[src/hdl/mprm_pkg.sv]
`default_nettype none
package mprm_pkg;

  localparam int CHANNELS    = 16;
  localparam int CH_BITS     = 4;
  localparam int SAMPLE_BITS = 24;
  localparam int MAG_BITS    = 24;
  localparam int SQ_BITS     = 48;
  localparam int ENERGY_BITS = 64;
  localparam int COUNT_BITS  = 24;
  localparam int HOLD_BITS   = 6;
  localparam int CIU_BITS    = 5;
  localparam int LOG_BITS    = 22;
  localparam int FRAC_BITS   = 16;
  localparam int REL_BITS    = 26;
  localparam int ABS_BITS    = 25;
  localparam int K_BITS      = 22;
  localparam int PROD_BITS   = ABS_BITS + K_BITS;
  localparam int LEVEL_BITS  = 10;

  localparam logic [K_BITS-1:0]     DB_K       = 22'd3945660;
  localparam logic [COUNT_BITS-1:0] COUNT_MAX  = 24'hFFFFFF;
  localparam logic [LEVEL_BITS-1:0] FLOOR_LVL  = 10'sd500;
  localparam logic [LEVEL_BITS-1:0] LEVEL_MIN  = -10'sd500;
  localparam logic [LOG_BITS-1:0]   PEAK_REF   = 22'(23 << 16);
  localparam logic [LOG_BITS-1:0]   ENERGY_REF = 22'(46 << 16);

  localparam logic [1:0] REG_CHANNELS_IN_USE = 2'd0;
  localparam logic [1:0] REG_HOLD_TICKS      = 2'd1;

  localparam logic FUNC_SAMPLE = 1'b0;
  localparam logic FUNC_TICK   = 1'b1;

  typedef enum logic [1:0] {
    LG_IDLE,
    LG_BYTE,
    LG_BIT,
    LG_SQ
  } log_state_t;

  typedef enum logic [3:0] {
    ST_IDLE,
    ST_SAMP,
    ST_CNT,
    ST_CNTW,
    ST_RD,
    ST_PK,
    ST_PKW,
    ST_PKL,
    ST_EN,
    ST_ENW,
    ST_ENL,
    ST_EMIT,
    ST_FIN
  } meter_state_t;

  typedef struct packed {
    logic                   rd_en;
    logic [CH_BITS-1:0]     rd_addr;
    logic [CH_BITS-1:0]     wr_addr;
    logic                   acc_we;
    logic [MAG_BITS-1:0]    peak;
    logic [ENERGY_BITS-1:0] energy;
    logic                   hold_we;
    logic [HOLD_BITS-1:0]   hold;
    logic                   clear;
  } store_req_t;

  typedef struct packed {
    logic [MAG_BITS-1:0]    peak;
    logic [ENERGY_BITS-1:0] energy;
    logic [HOLD_BITS-1:0]   hold;
  } store_rsp_t;

endpackage
`default_nettype wire

[src/hdl/mprm_level.sv]
`default_nettype none
module mprm_level (
  input  wire logic                                 clk,
  input  wire logic                                 rst,
  input  wire logic                                 start,
  input  wire logic signed [mprm_pkg::REL_BITS-1:0] rel,
  input  wire logic                                 shift33,
  output logic                                      done,
  output logic signed [mprm_pkg::LEVEL_BITS-1:0]    level
);

  logic v1, v2;
  logic [mprm_pkg::ABS_BITS-1:0]  absr;
  logic [mprm_pkg::REL_BITS-1:0]  neg;
  logic nonneg1, nonneg2, sh1, sh2;
  logic [mprm_pkg::PROD_BITS-1:0] prod;
  logic [mprm_pkg::PROD_BITS:0]   sum;
  logic [15:0] t;

  assign neg = -rel;

  // round up toward the floor side, then clip
  always_comb begin
    if (sh2) begin
      sum = {1'b0, prod} + 48'((64'd1 << 33) - 64'd1);
      t   = 16'(sum >> 33);
    end else begin
      sum = {1'b0, prod} + 48'((64'd1 << 32) - 64'd1);
      t   = 16'(sum >> 32);
    end
  end

  always_ff @(posedge clk) begin
    if (rst) begin
      v1   <= 1'b0;
      v2   <= 1'b0;
      done <= 1'b0;
    end else begin
      v1   <= start;
      v2   <= v1;
      done <= v2;
    end
  end

  always_ff @(posedge clk) begin
    if (start) begin
      absr    <= rel[mprm_pkg::REL_BITS-1] ? neg[mprm_pkg::ABS_BITS-1:0] : '0;
      nonneg1 <= !rel[mprm_pkg::REL_BITS-1];
      sh1     <= shift33;
    end
    if (v1) begin
      prod    <= mprm_pkg::PROD_BITS'(absr) * mprm_pkg::PROD_BITS'(mprm_pkg::DB_K);
      nonneg2 <= nonneg1;
      sh2     <= sh1;
    end
    if (v2) begin
      if (nonneg2)
        level <= '0;
      else if (t > 16'(mprm_pkg::FLOOR_LVL))
        level <= mprm_pkg::LEVEL_MIN;
      else
        level <= -$signed(t[mprm_pkg::LEVEL_BITS-1:0]);
    end
  end

endmodule
`default_nettype wire

[config.mk]
export PLATFORM = sky130hd
export DESIGN_NAME = mprm_level
export DESIGN_NICKNAME = d
export VERILOG_FILES = /design/src/hdl/mprm_pkg.sv /design/src/hdl/mprm_level.sv
export SDC_FILE = /design/constraint.sdc
export NUM_CORES = 1
export LEC_CHECK = 0
export ABC_CLOCK_PERIOD_IN_PS = 8280
export BUFFER_PORTS_ARGS = -buffer_cell sky130_fd_sc_hd__buf_2
export CORE_AREA = 2 2 236 238
export DETAILED_ROUTE_END_ITERATION = 12
export DIE_AREA = 0 0 238 240
export GPL_TIMING_DRIVEN = 1
export PLACE_DENSITY = 0.38
export SLEW_MARGIN = 20
export SYNTH_ARGS = -nofsm -noshare
export SYNTH_HDL_FRONTEND = slang
export SYNTH_SLANG_ARGS = --single-unit
[constraint.sdc]
create_clock -name clk -period 8.28 [get_ports clk]
set_input_delay 0.828 -clock clk [delete_from_list [all_inputs] [get_ports clk]]
set_output_delay 0.828 -clock clk [all_outputs]
set_load 0.01 [all_outputs]
== Yosys cells after proc, flatten, opt, wreduce, memory -nomap -nowiden ==
Index checks and enable logic that the tools add are counted.
Word-level totals
  bits in registers: 87
  bits of input ports: 30
  output and inout port bits: 11
  word-level logic and storage cells: 21
Cells by class
  add/sub/neg operators: 4
  multipliers: 1
  order comparisons: 1
  mux-type cells: 2
  reductions and logical operators: 2
Operator list (number)
  $add 47x32->48 const B: 1
  $add 47x33->48 const B: 1
  $mul 25x20->45 const B: 1
  $neg 25->25: 1
  $gt 16x9->1 const B: 1
  $mux 16: 1
  $mux 10: 1
  $neg 10->10: 1
  $reduce_or 2->1: 1
  $logic_not 1->1: 1

== Depth between registers and ports, before layout ==
  depth in word-level cells: 4
  gate-level depth with buffers: 24
  mapped depth without buffers: 24

== Worst setup path after synthesis ==
OpenSTA, ideal clock, no wires.
  path type: reg-to-reg
  start: reg absr[4] in the netlist's numbering
  end: reg prod[46] in the netlist's numbering (data pin)
  setup time: 0.264 ns
  data arrival time: 6.432 ns
  slack: 1.585 ns
  stages on the path, launching flop included: 21
  path buffers: 0
  period minus slack after synthesis: 6.695 ns
  cell sequence: edfxtp_1 > inv_1 > fa_1 > inv_1 > fa_1 > fa_1 > inv_1 > fa_1 > fa_1 > inv_1 > fa_1 > inv_1 > fa_1 > inv_1 > ha_1 > a2111oi_0 > a211oi_1 > nor3_1 > o21bai_1 > a221oi_1 > xnor2_1
On the way
  word-level cells in the longest chain between the ends: 1
RTL lines
  from (decl): line mprm_level.sv:13  | logic [mprm_pkg::ABS_BITS-1:0] absr;
  from (signal assigned): line mprm_level.sv:47  | absr <= rel[mprm_pkg::REL_BITS-1] ? neg[mprm_pkg::ABS_BITS-1:0] : '0;
  $mul 25x20->45: line mprm_level.sv:52  | prod <= mprm_pkg::PROD_BITS'(absr) * mprm_pkg::PROD_BITS'(mprm_pkg::DB_K);
  to (signal assigned): line mprm_level.sv:52
  to (decl): line mprm_level.sv:16  | logic [mprm_pkg::PROD_BITS-1:0] prod;
No other way between the ends.
A chain may end at the register's enable or synchronous reset.

== Worst setup path in the final report ==
  start: reg absr[0] in the netlist's numbering
  end: reg prod[45] in the netlist's numbering (data pin)
The elaborated chain is that of the path after synthesis.

==> metrics.yaml <==
place_congestion: 0.776
die_w_um: 238
hold_path.class: "register to register"
worstMarginPinSlew_ns: 0.952
rows: 86
cp_max_fo: 9
routed_wl_um: 33600
port_buffers: 40
cts_buffer_depth: 2
worstPathRequired_ns: 8.41
drc: 0
synth_nets: 1841
postCtsHoldBufs: 0
hpwl_um: 29100
avgSynthCellArea_um2: 10.3
period_minus_slack_ns: 7.38
core_region_area_um2: 54700
grt_start_max_net_pins: 46
antenna_found_initial: 1
cts_sinks: 87
ys_types: 61
fin_nets: 1892
synth_ff_type: "edfxtp_1"
grt_pass1_vias: 9717
fin_crit_sh: 0.891
detail_route.wl_per_cell_um: 15.8
cts_tree: "yes"
cts_buffers: 9
synth.area.top_cells: "fa_1 (30%), ha_1 (21%), edfxtp_1 (18%)"
synth_area_um2: 14000
insertion_delay_ns: 0.38
status: "finished, final reports clean"
crit_path_frequent_cell: "fa_1"
timing.fmax_mhz: 136
post-route-util: 0.283
vias: 9067
syn2layout_area_growth_pct: 10.2
holdWs_ns: 0.432
maxSlewViolCount: 0
die_y_um: 240
synthArstFlopShare: 0
r2r_start: "absr[0]$_SDFFCE_PN0P_"
grt_overflow: 0
reg2regPathDepth: 24
grt_pass1_wl_um: 54200
path_clk_slew_ns: 0.07
diodes: 0
grt_use_total: 0.125
arrival_ns: 7.51
ys_ff_latch: 87
fin_setup_tns_ns: 0
path_class: "register to register"
r2r_end: "prod[45]$_DFFE_PP_"
rsz0062_at_grt: "no"
yosys.area.top_type: "fa_1"
start_kind: "register"
initial_utilization: 0.257
ff2ff_setup_slack_ns: 0.90
path_cells: "fa_1 -> xor2_1 -> ha_1 -> nand2b_1 -> fa_1 -> fa_1 -> inv_1 -> fa_1 -> inv_1 -> fa_1 -> inv_1 -> fa_1 -> inv_1 -> ha_1 -> a21oi_1 -> o21ai_1 -> a211oi_1 -> nand2_1 -> o211ai_1 -> o21ai_1 -> o31a_1 -> a211oi_1 -> a211oi_1 -> xor2_1"
antenna_left: 0
dieArea_um2: 57100
ys_warn_count: 0
synth_seq_area_share: 0.184
synth_cells: 1365
hold_violations: 0
cts_setup_buffers: 0
drive_gt1_frac: 0.0556
cap_violations: 0
yosysTopAreaCellShare: 0.297
dp_cells: 2109
synthTopCellsByCount: "inv_1 (343), ha_1 (238), fa_1 (208)"
cts-root-buf: "clkbuf_16"
synth_edf_count: 84
drt_iter0_drc: 402
htree_levels: 3
finClkSkew_ns: 0.0138
max_slew_margin: 0.365
yosysMostFrequentCell: "inv_1"
stdcell_count: 2125
vias_per_cell: 4.27
cp_slowest_stage_delay_ns: 0.69
cp-endpoint: "prod[45]$_DFFE_PP_"
crit_path_start: "absr[0]$_SDFFCE_PN0P_"
worst_path_max_delay_cell: "fa_1"
dr.pass1.iters: 4
endpoint_kind: "register"
io_pins: 41
cts.repair.resized: 0
setup_viol: 0
-- cell families after synthesis --
logic type	synth area share
compound gates	0.0807
mux	0.00143
buf+inv	0.0953
xor+xnor	0.0462
fa+ha+maj	0.509
simple gates	0.0829
flops	0.184
-- sequential cells by signal (all words and copies together), names as in the netlist --
name	cells
done	1
nonneg1	1
level	10
nonneg2	1
prod	45
v1	1
v2	1
sh2	1
absr	25
sh1	1
-- worst min-delay path by stage --
stage / end / slack (ns) / from / depth (start not counted)
floorplan: nonneg2$_DFFE_PP_ / 0.40 / nonneg1$_DFFE_PP_ / 0
global placement: sh2$_DFFE_PP_ / 0.40 / sh1$_DFFE_PP_ / 0
detailed placement: sh2$_DFFE_PP_ / 0.42 / sh1$_DFFE_PP_ / 0
CTS: sh2$_DFFE_PP_ / 0.44 / sh1$_DFFE_PP_ / 0
global route: sh2$_DFFE_PP_ / 0.44 / sh1$_DFFE_PP_ / 0
finish: sh2$_DFFE_PP_ / 0.43 / sh1$_DFFE_PP_ / 0
-- metrics by stage --
| stage | setup slack, ns | cell area (µm²) |
|---|---|---|
| floorplan | 1.58 | 14000 |
| global placement | 0.975 | 15100 |
| detailed placement | 0.821 | 15100 |
| CTS | 0.810 | 15400 |
| global route | 0.336 | 15500 |
| finish | 0.900 | 15500 |
-- layout make-up --
cell class / count / area, µm²
fill: 5814 / 39200
multi-input combinational: 922 / 10100
sequential: 87 / 2580
inverter: 345 / 1290
tap: 704 / 881
timing repair buffer: 51 / 283
clock buffer: 10 / 229
clock inverter: 6 / 75.1
-- placed cells by master (no fill, tap or decap), drive strengths merged, types with 12 or more instances in the layout --
| cell | n |
|---|---|
| a21oi | 59 |
| edfxtp | 84 |
| o21ai | 31 |
| nor2 | 62 |
| nand2 | 44 |
| nor4 | 15 |
| a211oi | 14 |
| xor2 | 31 |
| ha | 238 |
| a21o | 17 |
| fa | 208 |
| buf | 51 |
| nor2b | 12 |
| xnor2 | 43 |
| nor3 | 15 |
| inv | 348 |
| nand2b | 14 |
-- critical path, delay by kind of cell, from the launching register on --
kind / cells / cell delay [ns]
xor gates and xnor gates: 2 / 0.46
AOI/OAI and AO/OA: 8 / 1.73
adders and majority gates: 8 / 3.81
and+or+nand+nor: 2 / 0.27
buffers and inverters: 4 / 0.19
DFF: 1 / 0.63
-- metal layers --
| layer | global-route usage | part of all wire |
|---|---|---|
| met1 | 0.180 | 0.52 |
| met2 | 0.200 | 0.45 |
| met3 | 0.0150 | 0.023 |
| met4 | 0.0263 | 0.0078 |
| met5 | 0 | 0 |
Power is left out: the tool's default activity adds up to more than one toggle a clock period on the data nets, which glitch-free logic cannot reach.
