[src/hdl/mprm_pkg.sv]
`default_nettype none
package mprm_pkg;

  localparam int CHANNELS    = 16;
  localparam int CH_BITS     = 4;
  localparam int SAMPLE_BITS = 24;
  localparam int MAG_BITS    = 24;
  localparam int SQ_BITS     = 48;
  localparam int ENERGY_BITS = 64;
  localparam int COUNT_BITS  = 24;
  localparam int HOLD_BITS   = 6;
  localparam int CIU_BITS    = 5;
  localparam int LOG_BITS    = 22;
  localparam int FRAC_BITS   = 16;
  localparam int REL_BITS    = 26;
  localparam int ABS_BITS    = 25;
  localparam int K_BITS      = 22;
  localparam int PROD_BITS   = ABS_BITS + K_BITS;
  localparam int LEVEL_BITS  = 10;

  localparam logic [K_BITS-1:0]     DB_K       = 22'd3945660;
  localparam logic [COUNT_BITS-1:0] COUNT_MAX  = 24'hFFFFFF;
  localparam logic [LEVEL_BITS-1:0] FLOOR_LVL  = 10'sd500;
  localparam logic [LEVEL_BITS-1:0] LEVEL_MIN  = -10'sd500;
  localparam logic [LOG_BITS-1:0]   PEAK_REF   = 22'(23 << 16);
  localparam logic [LOG_BITS-1:0]   ENERGY_REF = 22'(46 << 16);

  localparam logic [1:0] REG_CHANNELS_IN_USE = 2'd0;
  localparam logic [1:0] REG_HOLD_TICKS      = 2'd1;

  localparam logic FUNC_SAMPLE = 1'b0;
  localparam logic FUNC_TICK   = 1'b1;

  typedef enum logic [1:0] {
    LG_IDLE,
    LG_BYTE,
    LG_BIT,
    LG_SQ
  } log_state_t;

  typedef enum logic [3:0] {
    ST_IDLE,
    ST_SAMP,
    ST_CNT,
    ST_CNTW,
    ST_RD,
    ST_PK,
    ST_PKW,
    ST_PKL,
    ST_EN,
    ST_ENW,
    ST_ENL,
    ST_EMIT,
    ST_FIN
  } meter_state_t;

  typedef struct packed {
    logic                   rd_en;
    logic [CH_BITS-1:0]     rd_addr;
    logic [CH_BITS-1:0]     wr_addr;
    logic                   acc_we;
    logic [MAG_BITS-1:0]    peak;
    logic [ENERGY_BITS-1:0] energy;
    logic                   hold_we;
    logic [HOLD_BITS-1:0]   hold;
    logic                   clear;
  } store_req_t;

  typedef struct packed {
    logic [MAG_BITS-1:0]    peak;
    logic [ENERGY_BITS-1:0] energy;
    logic [HOLD_BITS-1:0]   hold;
  } store_rsp_t;

endpackage
`default_nettype wire

[src/hdl/mprm_store.sv]
`default_nettype none
module mprm_store (
  input  wire logic                 clk,
  input  wire logic                 rst,
  input  wire mprm_pkg::store_req_t req,
  output mprm_pkg::store_rsp_t      rsp
);

  localparam int ACC_BITS = mprm_pkg::MAG_BITS + mprm_pkg::ENERGY_BITS;

  logic [ACC_BITS-1:0]            acc_mem  [mprm_pkg::CHANNELS];
  logic [mprm_pkg::HOLD_BITS-1:0] hold_mem [mprm_pkg::CHANNELS];
  logic [mprm_pkg::CHANNELS-1:0]  acc_vld, hold_vld;
  logic [ACC_BITS-1:0]            acc_q;
  logic [mprm_pkg::HOLD_BITS-1:0] hold_q;
  logic acc_qv, hold_qv;

  always_ff @(posedge clk) begin
    if (req.acc_we)
      acc_mem[req.wr_addr] <= {req.peak, req.energy};
    if (req.hold_we)
      hold_mem[req.wr_addr] <= req.hold;
    if (req.rd_en) begin
      acc_q  <= acc_mem[req.rd_addr];
      hold_q <= hold_mem[req.rd_addr];
    end
  end

  // valid bits: reset and tick clear empty the accumulators, reset alone the hold
  always_ff @(posedge clk) begin
    if (rst) begin
      acc_vld  <= '0;
      hold_vld <= '0;
      acc_qv   <= 1'b0;
      hold_qv  <= 1'b0;
    end else begin
      if (req.rd_en) begin
        acc_qv  <= acc_vld[req.rd_addr];
        hold_qv <= hold_vld[req.rd_addr];
      end
      if (req.clear)
        acc_vld <= '0;
      else if (req.acc_we)
        acc_vld[req.wr_addr] <= 1'b1;
      if (req.hold_we)
        hold_vld[req.wr_addr] <= 1'b1;
    end
  end

  assign rsp.peak   = acc_qv ? acc_q[ACC_BITS-1:mprm_pkg::ENERGY_BITS] : '0;
  assign rsp.energy = acc_qv ? acc_q[mprm_pkg::ENERGY_BITS-1:0] : '0;
  assign rsp.hold   = hold_qv ? hold_q : '0;

endmodule
`default_nettype wire

[config.mk]
export PLATFORM = sky130hd
export DESIGN_NAME = mprm_store
export DESIGN_NICKNAME = d
export VERILOG_FILES = /design/src/hdl/mprm_pkg.sv /design/src/hdl/mprm_store.sv
export SDC_FILE = /design/constraint.sdc
export NUM_CORES = 1
export LEC_CHECK = 0
export BUFFER_PORTS_ARGS = -buffer_cell sky130_fd_sc_hd__buf_4
export CAP_MARGIN = 20
export CORE_UTILIZATION = 69
export CTS_BUF_LIST = sky130_fd_sc_hd__clkbuf_2 sky130_fd_sc_hd__clkbuf_4 sky130_fd_sc_hd__clkbuf_8
export CTS_CLUSTER_SIZE = 10
export DETAILED_ROUTE_END_ITERATION = 16
export GPL_TIMING_DRIVEN = 0
export PLACE_DENSITY = 0.87
export SLEW_MARGIN = 20
export SYNTH_ARGS = -nofsm -noshare
export SYNTH_HDL_FRONTEND = slang
export SYNTH_SLANG_ARGS = --single-unit
[constraint.sdc]
create_clock -name clk -period 18.93 [get_ports clk]
set_input_delay 0 -clock clk [delete_from_list [all_inputs] [get_ports clk]]
set_output_delay 0 -clock clk [all_outputs]
set_load 0.005 [all_outputs]
-- Word level (Yosys, flattened, before mapping)
Memory sizes are Yosys's and may differ from the RTL's. A register that Yosys moved wholly into a read port is not among the register bits.
Index checks and enable logic that the tools add are counted.
- add/sub/neg operators: 0
- multiply operators: 0
- div/mod/pow operators: 0
- order comparisons: 3
- eq/ne operators: 0
- shift-type cells: 0
- muxes and demuxes: 13
- bitwise gates (word level): 2
- reductions and logical operators: 2
- operators with widths (operator ; number):
    $mux 64 ; 1
    $or 16x16->16 ; 2
    $mux 24 ; 1
    $lt 4x5->1 const B ; 2
    $bmux 1 s4 ; 2
    $mux 1 ; 7
    $mux 6 ; 1
    $demux 1 s4 ; 1
    $ge 4x1->1 const B ; 1
    $reduce_or 2->1 ; 1
    $logic_and 1x1->1 ; 1
- flip-flop bits (word level): 34
- bits in latches: 0
- RAM bits: 1504
- memory bits (read-only): 0
- input bits: 108
- output and inout port bits: 94
- logic and storage cells: 26
- memories kept: 2
- memories (name ; depth ; bits a word ; read ports ; clocked after Yosys merged registers in ; wr ports ; RTL line ; text):
    acc_mem ; 16 ; 88 ; 1 ; 1 ; 1 ; mprm_store.sv:11 ; logic [ACC_BITS-1:0] acc_mem [mprm_pkg::CHANNELS];
    hold_mem ; 16 ; 6 ; 1 ; 1 ; 1 ; mprm_store.sv:12 ; logic [mprm_pkg::HOLD_BITS-1:0] hold_mem [mprm_pkg::CHANNELS];

-- Logic depth before layout (Yosys ltp)
- depth after elaboration: 5
- mapped depth: 7
- gate-level depth less buffers: 4

-- Worst setup path before layout
OpenSTA, ideal clock, no wires.
- kind: input to register
- start point: input port req[98] (netlist name)
- end point: memory acc_mem[3][0] (netlist name), enable pin
- setup time: 0.645 ns
- arrival: 6.450 ns
- data required time: 18.285 ns
- path slack: 11.835 ns
- stages: 3
- buffers on the path: 1
- cells stage by stage: clkbuf_1 nand3_1 nor3_1
- RTL lines (item ; RTL line ; text):
    start, declared ; mprm_store.sv:5 ; input wire mprm_pkg::store_req_t req,
    end, declared ; mprm_store.sv:11 ;
Straight into the memory's write port.

==> qor.yml <==
status: "finished clean"
vdd_drop_max_uv: 91.38
worstPathRequired_ns: 18.93
setup_tns_ns: 0
grt_antenna_before_repair: 12
timing.hold.ws_ns: 0.03158
tightest_slew_ns: 1.168
yosysMostFrequentCell: "edfxtp_1"
cts_setup_buffers: 0
dp.final_hpwl_mm: 103.2
grt_pass1_vias: 34029
slew_headroom_pct: 22.14
p_comb_share_pct: 6.2
use_met1_pct: 50.14
drc: 0
die_w_um: 300.2
wl_mm: 173.7
ys_seq_area_share_pct: 79.32
crit_type: "reg -> out"
p_per_area_nw_per_um2: 100.4
syn_area_um2: 61360
ys_warn_count: 0
finalNetCount: 3325
start_util_pct: 69.53
root_buffer: "clkbuf_8"
grt_max_degree: 65
p_clk_share_pct: 38.1
clk_path_buf_depth: 3
synthTopCellsByArea: "edfxtp_1 (78%), mux4_2 (17%), dfxtp_1 (1.1%)"
yosysTopAreaCell: "edfxtp_1"
core_area_um2: 88240
cts.sinks: 1632
period_needed_ns: 3.758
synth_top_cell_area_share_pct: 78.21
ys_top_cells_by_count: "edfxtp_1 (1598), mux4_2 (470), and2_1 (94), clkbuf_1 (67), nor2_1 (60)"
die_y_um: 300.2
hold_path_class: "in -> reg"
grt_busiest_layer: "met2"
overflow: 0
globalplace.congestion: 0.8514
ys.flop_type: "edfxtp_1"
crit_fanout: 10
post_drt_wl_per_cell_um: 37.90
clk_pin_slew_worst_paths_ns: 0.07
cts_tree: "done"
drtAntennaViolNets: 0
met2_usage_pct: 64.92
ioPinCount: 202
drv_cap: 0
vias: 32797
hold_violations: 0
rows: 109
ctsHtreeMaxLevel: 4
synth-async-reset-ratio_pct: 0
clock.fmax_mhz: 266.1
ys_ff_latch: 1632
p_sw_mw: 1.649
drive_gt1_share_pct: 36.32
reg2regPathDepth: 3
cts_made_buffers: 234
grt_usage_pct: 39.68
drt_iter0_markers: 5647
syn2layout_area_growth_pct: 19.17
leakagePower_nw: 24.00
grt_pass1_wl_mm: 241.4
syn_inst: 2458
end_kind: "primary output"
die_area_um2: 90120
skew_ns: 0.04507
internal-power_mw: 5.694
finalWorstSetupSlack_ns: 15.17
switching_share_pct: 22.46
drt-pass1-iter-count: 5
synth.distinct_cells: 22
pre_cts_ws_ns: 15.66
gr-usage-met3_pct: 9.394
critPathArrivalTime_ns: 3.76
port_buffers: 197
period_share_pct: 19.85
synth_enable_flop_cells: 1598
viasPerCell: 7.156
hold_depth: 2
syn_nets: 2566
cp-start-kind: "flop"
clk-insertion-delay-late_ns: 0.93
finalMaxSlewViolations: 0
setup_viol_count_final: 0
seqPwrFrac_pct: 55.7
cts_resized: 0
syn_avg_cell_area_um2: 24.96
rsz0062_at_grt: "no"
==> logic make-up (layout without fill, tap and decap cells) <==
group           after synthesis  in the layout  share of synthesized area, %
flops                      1632           1632                         79.32
mux                         486            486                         17.51
simple gates                194            194                         1.688
buf+inv                     124           1077                         1.219
compound gates               22             22                        0.2610
other cells                   0              7                             0
==> worst paths after layout <==
kind                                  from                        to  slack [ns]
setup / recovery       acc_qv$_SDFFE_PP0P_                   rsp[58]       15.17
hold / removal                     req[95]  acc_mem[1][87]$_DFFE_PP_        0.03
setup reg to reg       acc_qv$_SDFFE_PP0P_       acc_qv$_SDFFE_PP0P_       16.85
hold reg to reg   acc_vld[10]$_SDFFE_PP0P_  acc_vld[10]$_SDFFE_PP0P_        0.48
==> metal layers <==
metal  share of wire, %  up-vias
li1                   -    12130
met5              0.026        -
met1                 31    16595
met2                 50     3351
met4                5.8        8
met3                 13      713
==> state kept, by name, summed over array words and instances, names as in the netlist <==
register and count:
hold_q 6, acc_q 88, acc_mem 1408, hold_qv 1, acc_vld 16, hold_vld 16
hold_mem 96, acc_qv 1
==> power groups by stage <==
stage | registers [mW] | clock network, mW | logic, mW
global placement | 4.17 | 0 | 0.356
floorplan | 4.15 | 0 | 0.214
detailed placement | 4.16 | 0 | 0.403
finish | 4.09 | 2.79 | 0.455
CTS | 4.09 | 2.76 | 0.443
global route | 4.10 | 2.93 | 0.465
==> worst max-delay path, cell delays in order (launching register included) <==
cell	delay, ns
dfxtp_1	0.96
clkbuf_1	0.84
clkbuf_1	0.54
and2_1	0.31
buf_4	0.15
==> area by class of cell <==
cell class | instances | area [µm²]
Clock inverter | 112 | 688.2
Clock buffer | 318 | 3920
Multi-Input combinational cell | 702 | 12070
Fill cell | 3347 | 15120
Buffer | 124 | 758.2
Tap cell | 1165 | 1458
Antenna cell | 7 | 17.52
Sequential cell | 1632 | 48670
Timing Repair Buffer | 523 | 5540
==> cells in the final DEF (no fill, tap or decap), types with 4 or more instances in the layout <==
| master | netlist | layout |
|---|---|---|
| buf_4 | 0 | 246 |
| mux2i_1 | 16 | 16 |
| buf_6 | 36 | 48 |
| nand3_1 | 10 | 10 |
| clkbuf_2 | 0 | 8 |
| and2_1 | 94 | 94 |
| edfxtp_1 | 1598 | 1598 |
| diode_2 | 0 | 7 |
| buf_2 | 10 | 10 |
| clkbuf_1 | 67 | 60 |
| o21a_1 | 16 | 16 |
| bufinv_16 | 0 | 6 |
| nor3_2 | 0 | 8 |
| dfxtp_1 | 34 | 34 |
| buf_12 | 0 | 33 |
| clkinv_2 | 0 | 33 |
| buf_16 | 0 | 32 |
| nand2_1 | 7 | 7 |
| dlygate4sd3_1 | 0 | 197 |
| clkbuf_4 | 0 | 73 |
| buf_1 | 11 | 10 |
| a22oi_1 | 4 | 4 |
| nor2_1 | 60 | 48 |
| nand2b_1 | 4 | 4 |
| clkbuf_8 | 0 | 245 |
| clkinvlp_4 | 0 | 5 |
| mux4_2 | 470 | 470 |
| nor2_4 | 0 | 12 |
| nand3b_1 | 4 | 4 |
| clkinv_1 | 0 | 61 |
==> stage by stage <==
step / cell area [µm²] / total power, mW / std cells / utilization [%]
2_1_floorplan: 61360 / 4.369 / 2458 / -
5_1_grt: 73120 / 7.487 / 4581 / 82.86
4_1_cts: 73070 / 7.295 / 4574 / 82.81
3_5_place_dp: 66500 / 4.567 / 3948 / 75.36
6_report: 73120 / 7.342 / 4583 / 82.87
3_3_place_gp: 64290 / 4.523 / 3820 / 72.86
==> what timing repair did <==
item                                     CTS  global route
endpoints found under the setup margin     0             0
endpoints found under the hold margin   1791             7
hold buffers                             196             1
(Power assumes the default switching activity.)
