===== src/hdl/mprm_pkg.sv =====
`default_nettype none
package mprm_pkg;

  localparam int CHANNELS    = 16;
  localparam int CH_BITS     = 4;
  localparam int SAMPLE_BITS = 24;
  localparam int MAG_BITS    = 24;
  localparam int SQ_BITS     = 48;
  localparam int ENERGY_BITS = 64;
  localparam int COUNT_BITS  = 24;
  localparam int HOLD_BITS   = 6;
  localparam int CIU_BITS    = 5;
  localparam int LOG_BITS    = 22;
  localparam int FRAC_BITS   = 16;
  localparam int REL_BITS    = 26;
  localparam int ABS_BITS    = 25;
  localparam int K_BITS      = 22;
  localparam int PROD_BITS   = ABS_BITS + K_BITS;
  localparam int LEVEL_BITS  = 10;

  localparam logic [K_BITS-1:0]     DB_K       = 22'd3945660;
  localparam logic [COUNT_BITS-1:0] COUNT_MAX  = 24'hFFFFFF;
  localparam logic [LEVEL_BITS-1:0] FLOOR_LVL  = 10'sd500;
  localparam logic [LEVEL_BITS-1:0] LEVEL_MIN  = -10'sd500;
  localparam logic [LOG_BITS-1:0]   PEAK_REF   = 22'(23 << 16);
  localparam logic [LOG_BITS-1:0]   ENERGY_REF = 22'(46 << 16);

  localparam logic [1:0] REG_CHANNELS_IN_USE = 2'd0;
  localparam logic [1:0] REG_HOLD_TICKS      = 2'd1;

  localparam logic FUNC_SAMPLE = 1'b0;
  localparam logic FUNC_TICK   = 1'b1;

  typedef enum logic [1:0] {
    LG_IDLE,
    LG_BYTE,
    LG_BIT,
    LG_SQ
  } log_state_t;

  typedef enum logic [3:0] {
    ST_IDLE,
    ST_SAMP,
    ST_CNT,
    ST_CNTW,
    ST_RD,
    ST_PK,
    ST_PKW,
    ST_PKL,
    ST_EN,
    ST_ENW,
    ST_ENL,
    ST_EMIT,
    ST_FIN
  } meter_state_t;

  typedef struct packed {
    logic                   rd_en;
    logic [CH_BITS-1:0]     rd_addr;
    logic [CH_BITS-1:0]     wr_addr;
    logic                   acc_we;
    logic [MAG_BITS-1:0]    peak;
    logic [ENERGY_BITS-1:0] energy;
    logic                   hold_we;
    logic [HOLD_BITS-1:0]   hold;
    logic                   clear;
  } store_req_t;

  typedef struct packed {
    logic [MAG_BITS-1:0]    peak;
    logic [ENERGY_BITS-1:0] energy;
    logic [HOLD_BITS-1:0]   hold;
  } store_rsp_t;

endpackage
`default_nettype wire


===== src/hdl/mprm_log2.sv =====
`default_nettype none
module mprm_log2 (
  input  wire logic                            clk,
  input  wire logic                            rst,
  input  wire logic                            start,
  input  wire logic [mprm_pkg::ENERGY_BITS-1:0] x,
  output logic                                 done,
  output logic [mprm_pkg::LOG_BITS-1:0]        result
);

  mprm_pkg::log_state_t state, state_next;
  logic [mprm_pkg::ENERGY_BITS-1:0] norm;
  logic [5:0]  e;
  logic [30:0] y;
  logic [3:0]  cnt;
  logic [mprm_pkg::FRAC_BITS-1:0] frac;
  logic [61:0] prod;
  logic [31:0] t;

  assign prod = 62'(y) * 62'(y);
  assign t    = prod[61:30];

  always_comb begin
    state_next = state;
    case (state)
      mprm_pkg::LG_IDLE: begin
        if (start)
          state_next = mprm_pkg::LG_BYTE;
      end
      mprm_pkg::LG_BYTE: begin
        if (norm[63:56] != 8'd0)
          state_next = mprm_pkg::LG_BIT;
      end
      mprm_pkg::LG_BIT: begin
        if (norm[63])
          state_next = mprm_pkg::LG_SQ;
      end
      mprm_pkg::LG_SQ: begin
        if (cnt == 4'd15)
          state_next = mprm_pkg::LG_IDLE;
      end
      default: state_next = mprm_pkg::LG_IDLE;
    endcase
  end

  always_ff @(posedge clk) begin
    if (rst) begin
      state <= mprm_pkg::LG_IDLE;
      done  <= 1'b0;
    end else begin
      state <= state_next;
      done  <= (state == mprm_pkg::LG_SQ) && (cnt == 4'd15);
    end
  end

  always_ff @(posedge clk) begin
    case (state)
      mprm_pkg::LG_IDLE: begin
        if (start) begin
          norm <= x;
          e    <= 6'd63;
        end
      end
      mprm_pkg::LG_BYTE: begin
        if (norm[63:56] == 8'd0) begin
          norm <= {norm[55:0], 8'd0};
          e    <= e - 6'd8;
        end
      end
      mprm_pkg::LG_BIT: begin
        if (!norm[63]) begin
          norm <= {norm[62:0], 1'b0};
          e    <= e - 6'd1;
        end else begin
          y   <= norm[63:33];
          cnt <= 4'd0;
        end
      end
      mprm_pkg::LG_SQ: begin
        frac <= {frac[14:0], t[31]};
        y    <= t[31] ? t[31:1] : t[30:0];
        cnt  <= cnt + 4'd1;
      end
      default: begin
      end
    endcase
  end

  assign result = {e, frac};

endmodule
`default_nettype wire


===== config.mk =====
export PLATFORM = sky130hd
export DESIGN_NAME = mprm_log2
export DESIGN_NICKNAME = d
export VERILOG_FILES = /design/src/hdl/mprm_pkg.sv /design/src/hdl/mprm_log2.sv
export SDC_FILE = /design/constraint.sdc
export NUM_CORES = 2
export LEC_CHECK = 0
export ABC_AREA = 1
export BUFFER_PORTS_ARGS = -buffer_cell sky130_fd_sc_hd__buf_2
export CAP_MARGIN = 10
export CORE_AREA = 2 2 342 344
export CTS_CLUSTER_SIZE = 16
export DETAILED_ROUTE_END_ITERATION = 8
export DIE_AREA = 0 0 344 346
export GPL_TIMING_DRIVEN = 0
export SLEW_MARGIN = 20
export SYNTH_ARGS = -nofsm -noshare
export SYNTH_HDL_FRONTEND = slang
export SYNTH_SLANG_ARGS = --single-unit

===== constraint.sdc =====
create_clock -name clk -period 7.22 [get_ports clk]
set_clock_uncertainty 0.15 [all_clocks]
set_input_delay 0.361 -clock clk [delete_from_list [all_inputs] [get_ports clk]]
set_output_delay 0.361 -clock clk [all_outputs]
set_load 0.01 [all_outputs]

== After elaboration in Yosys (flattened, before gate mapping) ==
Index checks and enable logic that the tools add are counted.
Storage, ports and cells
  output and inout port bits: 23
  memories kept: 0
  word-level logic and storage cells: 50
  input port bits: 67
  ROM bits: 0
  register bits: 124
  RAM bits: 0
  bits in latches: 0
Operators by class
  order comparisons: 0
  multipliers: 1
  add/subtract/negate cells: 3
  multiplexer cells: 18
  bitwise operators: 0
  equality and inequality tests: 10
  shifts and indexed selects: 0
  reduce and logical (&&, ||, !) cells: 10
  divide/modulo/power cells: 0
Operators with widths (count)
  two-way mux 64 bit: 3
  one-hot mux 64 bit (3 select lines): 1
  multiplier 31 x 31 -> 62 bit: 1
  two-way mux 31 bit: 2
  one-hot mux 31 bit (2 select lines): 1
  two-way mux 6 bit: 3
  one-hot mux 6 bit (3 select lines): 1
  inequality test 2 bit, second input constant: 5
  zero test 8 bit: 1
  two-way mux 2 bit: 4
  one-hot mux 2 bit (4 select lines): 1
  one-hot mux 4 bit (2 select lines): 1
  AND reduction 4 bit: 2
  nonzero test 8 bit: 1
  subtractor 6 x 1 -> 6 bit, second input constant: 1
  subtractor 6 x 4 -> 6 bit, second input constant: 1
  adder 4 x 1 -> 4 bit, second input constant: 1
  == test 2 bit, second input constant: 2
  == test 4 bit, second input constant: 1
  two-way mux 4 bit: 1
  AND reduction 3 bit: 1
  nonzero test 3 bit: 1
  == test 2 x 1 -> 1 bit, second input constant: 1
  zero test 2 bit: 1
  4 further kinds: 4

== Depth between registers and ports, before layout ==
  depth in word-level cells: 3
  depth in mapped cells: 35
  gate-level depth less buffers: 33

== Least setup slack after synthesis ==
Ideal clock, no wire load.
  path type: register to register
  from: reg y[8]
  to: reg y[9], data pin
  path buffers: 3
  path slack: 0.066 ns
  stages on the path, launching flop included: 31
  setup time: 0.257 ns
  arrival: 6.747 ns
  clock period less this slack: 7.154 ns
  required time: 6.813 ns
  path through: edfxtp_1 -> clkbuf_1 -> buf_1 -> nand2_1 -> fa_1 -> fa_1 -> inv_1 -> fa_1 -> inv_1 -> fa_1 -> inv_1 -> fa_1 -> fa_1 -> fa_1 -> inv_1 -> fa_1 -> inv_1 -> ha_1 -> nand2_1 -> nand2_1 -> a21oi_1 -> nand2_1 -> nand2_1 -> nand2_2 -> a21oi_4 -> nand2_4 -> nand2_4 -> nand2_8 -> buf_12 -> nand3_1 -> nand3_2
On the way
  word-level cells in the longest chain between the ends: 3
Ends and longest elaborated chain
  start: declaration: RTL line mprm_log2.sv:14  | logic [30:0] y;
  start signal: assignment: RTL line mprm_log2.sv:75  | y <= norm[63:33];
  start signal: assignment: RTL line mprm_log2.sv:81  | y <= t[31] ? t[31:1] : t[30:0];
  multiplier 31 x 31 -> 62 bit: RTL line mprm_log2.sv:20  | assign prod = 62'(y) * 62'(y);
  two-way mux 31 bit: RTL line mprm_log2.sv:81
  one-hot mux 31 bit (2 select lines): RTL line mprm_log2.sv:57  | case (state)
Every way passes these cells.
A chain may end at the register's enable or synchronous reset.

== Worst setup path after layout ==
  from: reg y[17]
  to: reg y[30], data pin
The elaborated chain is that of the path after synthesis.

==> impl_metrics.csv <==
group,metric,value,unit
placed_design,hpwl,97600,microns
placed_design,io_buffer_count,89,
worst_setup_path,crit_cells,30,
yosys,synth_xor_area_frac,0.00834,
worst_setup_path,crit_family,"adder cells",
worst_setup_path,max_stage_delay,0.60,ns
global_routing,grt-ovfl-total,0,
global_routing,gr-usage-met2,0.329,
timing,period_share,1.05,
worst_hold_path,hp-class,"in2reg",
yosys,synth_common_cells,"inv_1 (1,371), nand2_1 (1,135), fa_1 (747)",
yosys,synth_cells,4405,
clock_network,root_buffer,"clkbuf_16",
final_layout,final_core_util,0.364,
die,io-pin-count,90,
global_routing,antenna_found_initial,5,
worst_setup_path,path_buf_inv,9,
worst_setup_path,cpMostUsedCell,"nand2_2",
global_routing,grt_pass1_wl,182000,microns
yosys,synth_adder_area_share,0.518,
global_routing,grtUsageTotal,0.205,
drt,dr.pass1.iters,6,
die,core_area,115000,sq um
yosys,synth.area.mux_share,0,
die,fp.dieH,346,microns
global_routing,grt_pass1_vias,30400,
worst_setup_path,crit_start,"y[17]",
yosys,syn_avg_cell_area,8.07,sq um
final_layout,layout-drive-gt1-share,0.148,
drt,vias,28800,
status,outcome,"complete, but fails checks",
yosys,yosys.area.top_type,"fa_1",
clock_network,clk_pin_slew_worst_paths,0.07,ns
worst_setup_path,critPathLaunchType,"flip-flop",
worst_setup_path,end_kind,"flip-flop",
drt,routed_wl,121000,microns
clock_network,cts_sinks,124,
worst_hold_path,hold_start,"x[0]",
worst_setup_path,cp.arrival,7.58,ns
yosys,seq_area_frac_synth,0.104,
timing,rsz0062_at_grt,"yes",
final_layout,synthToLayoutAreaGrowth,18.1,%
clock_network,clock_latency,0.45,ns
timing,maxSlewViolCount,0,
yosys,yosysWarnings,0,
job,cap_violations,0,
yosys,synth_top_family_by_area,"adder cells",
worst_setup_path,slowest_stage,"fa_2",
clock_network,htree_num_levels,4,
drt,wl_per_cell,19.6,microns
yosys,synth-compound-area-share,0.0284,
timing,slew_headroom,0.372,
timing,fmax,0.132,GHz
yosys,synth-edff-count,121,
timing,period_needed,7.56,ns
yosys,synth_ff_type,"edfxtp_1",
global_routing,grtUsageMet3,0.0389,
yosys,ys_seq_elements,124,
drt,postRouteAntennaNets,0,
die,fp.dieW,344,microns
worst_setup_path,reg2reg_depth,30,
yosys,async_flop_share,0,
worst_setup_path,cp_max_fo,7,
die,start_util,0.308,
timing,hold_viol,0,
final_layout,nets,5713,
timing,worst_pin_slew,0.942,ns
global_routing,gr-max-usage-layer,"met2",
die,die_area,119000,sq um
status,violations,"negative setup slack",
worst_hold_path,worstHoldPathCells,3,
drt,drc_errors,0,
timing,finalWorstSetupSlack,-0.341,ns
clock_network,cts_tree,"yes",
yosys,syn-num-nets,5496,
worst_setup_path,required,7.24,ns
yosys,synth.distinct_cells,45,
clock_network,cts_buffers,17,
yosys,synth.cell_area,35500,sq um
die,fp-row-count,125,
placed_design,place_congestion,0.954,
global_routing,met1_usage,0.272,
timing,setup-violations-final,32,
clock_network,clockBufferDepth,2,
yosys,synthTopCellsByArea,"fa_1 (42%), inv_1 (14%), nand2_1 (12%), edfxtp_1 (10%), ha_1 (9.8%)",
yosys,synthSimpleGateAreaFrac,0.179,
worst_setup_path,timing.rr.start,"y[17]",
global_routing,grt_max_degree,19,
drt,dr.first_iter.drc_count,2179,
yosys,synth_top_area_share,0.421,
yosys,yosysMostFrequentCell,"inv_1",
worst_setup_path,crit_type,"reg2reg",
drt,viasPerCell,4.68,
-- final cells by class --
class                           instances  area [sq um]
Antenna cell                            2          5.00
Buffer                                133          1470
Clock buffer                           23           468
Clock inverter                          9           114
Fill cell                           11900         73500
Inverter                             1381          5180
Multi-Input combinational cell       2766         27500
Sequential cell                       124          3690
Tap cell                             1524          1910
Timing Repair Buffer                  199          1620
-- path summary, 6_finish.rpt --
path | slack [ns] | endpoint
hold reg to reg | 0.29 | frac[14]
setup / recovery | -0.34 | y[30]
hold / removal | 0.05 | norm[0]
setup reg to reg | -0.34 | y[30]
-- metal layers --
metal,up-vias,wire [microns]
met2,1192,55300
met3,261,10100
met4,4,6110
met5,-,27
li1,13000,-
met1,14300,49300
-- through the flow --
stage	cell area, sq um	worst slack, ns	setup TNS (ns)	cells	hold slack [ns]
finish	42000	-0.341	-8.01	6161	0.0491
global route	42000	-0.486	-14.08	6159	0.0539
CTS	40300	-0.382	-10.55	6121	0.0267
detailed placement	38000	-2.31	-69.03	6026	0.282
global placement	37900	-2.64	-220.26	6018	0.276
floorplan	35500	0.0664	0	4405	0.288
-- sequential cells by signal, summed over array words and instances (netlist names) --
name   count
done       1
e          6
state      2
y         31
frac      16
norm      64
cnt        4
-- cell usage in the layout (no fill, tap or decap), types with 6 or more instances in the layout --
cell type	count
a21oi_1	130
a21oi_2	9
buf_12	25
buf_2	93
buf_4	74
buf_6	42
buf_8	11
clkbuf_1	34
clkbuf_16	34
clkbuf_2	7
clkbuf_4	16
clkbuf_8	12
edfxtp_1	121
fa_1	703
fa_2	44
ha_1	247
ha_4	25
inv_1	1346
inv_2	34
nand2_1	1038
nand2_2	90
nand2_4	22
nand3_1	68
nand3_2	45
nand3_4	29
nand3b_1	9
nand4_1	14
nor2_1	140
nor2_2	20
nor2_4	13
nor3_1	7
o211ai_1	8
o21ai_0	22
o21bai_1	6
xnor2_1	11
xor2_1	18
-- cells by family after synthesis --
group | Yosys count
compound gates | 187
xor+xnor | 33
fa+ha+maj | 1024
buf+inv | 1516
flops | 124
simple gates | 1521
-- worst reg2reg max path: cells and delay by family (launching register included) --
kind | cells | cell delay [ns]
buf+inv | 9 | 0.95
fa+ha+maj | 9 | 4.42
simple gates | 11 | 1.02
compound gates | 1 | 0.22
flops | 1 | 0.50
-- timing repair --
| action | 4_1_cts | 5_1_grt |
|---|---|---|
| cloned | 1 | 5 |
| setup buffers | 61 | 35 |
| hold endpoints to repair | 3 | 0 |
| endpoints found under the setup margin | 32 | 32 |
| pin swaps | 35 | 114 |
| hold buffers | 1 | 0 |
| resized for setup | 346 | 350 |
Power is left out: the tool's default activity adds up to more than one toggle a clock period on the data nets, which glitch-free logic cannot reach.
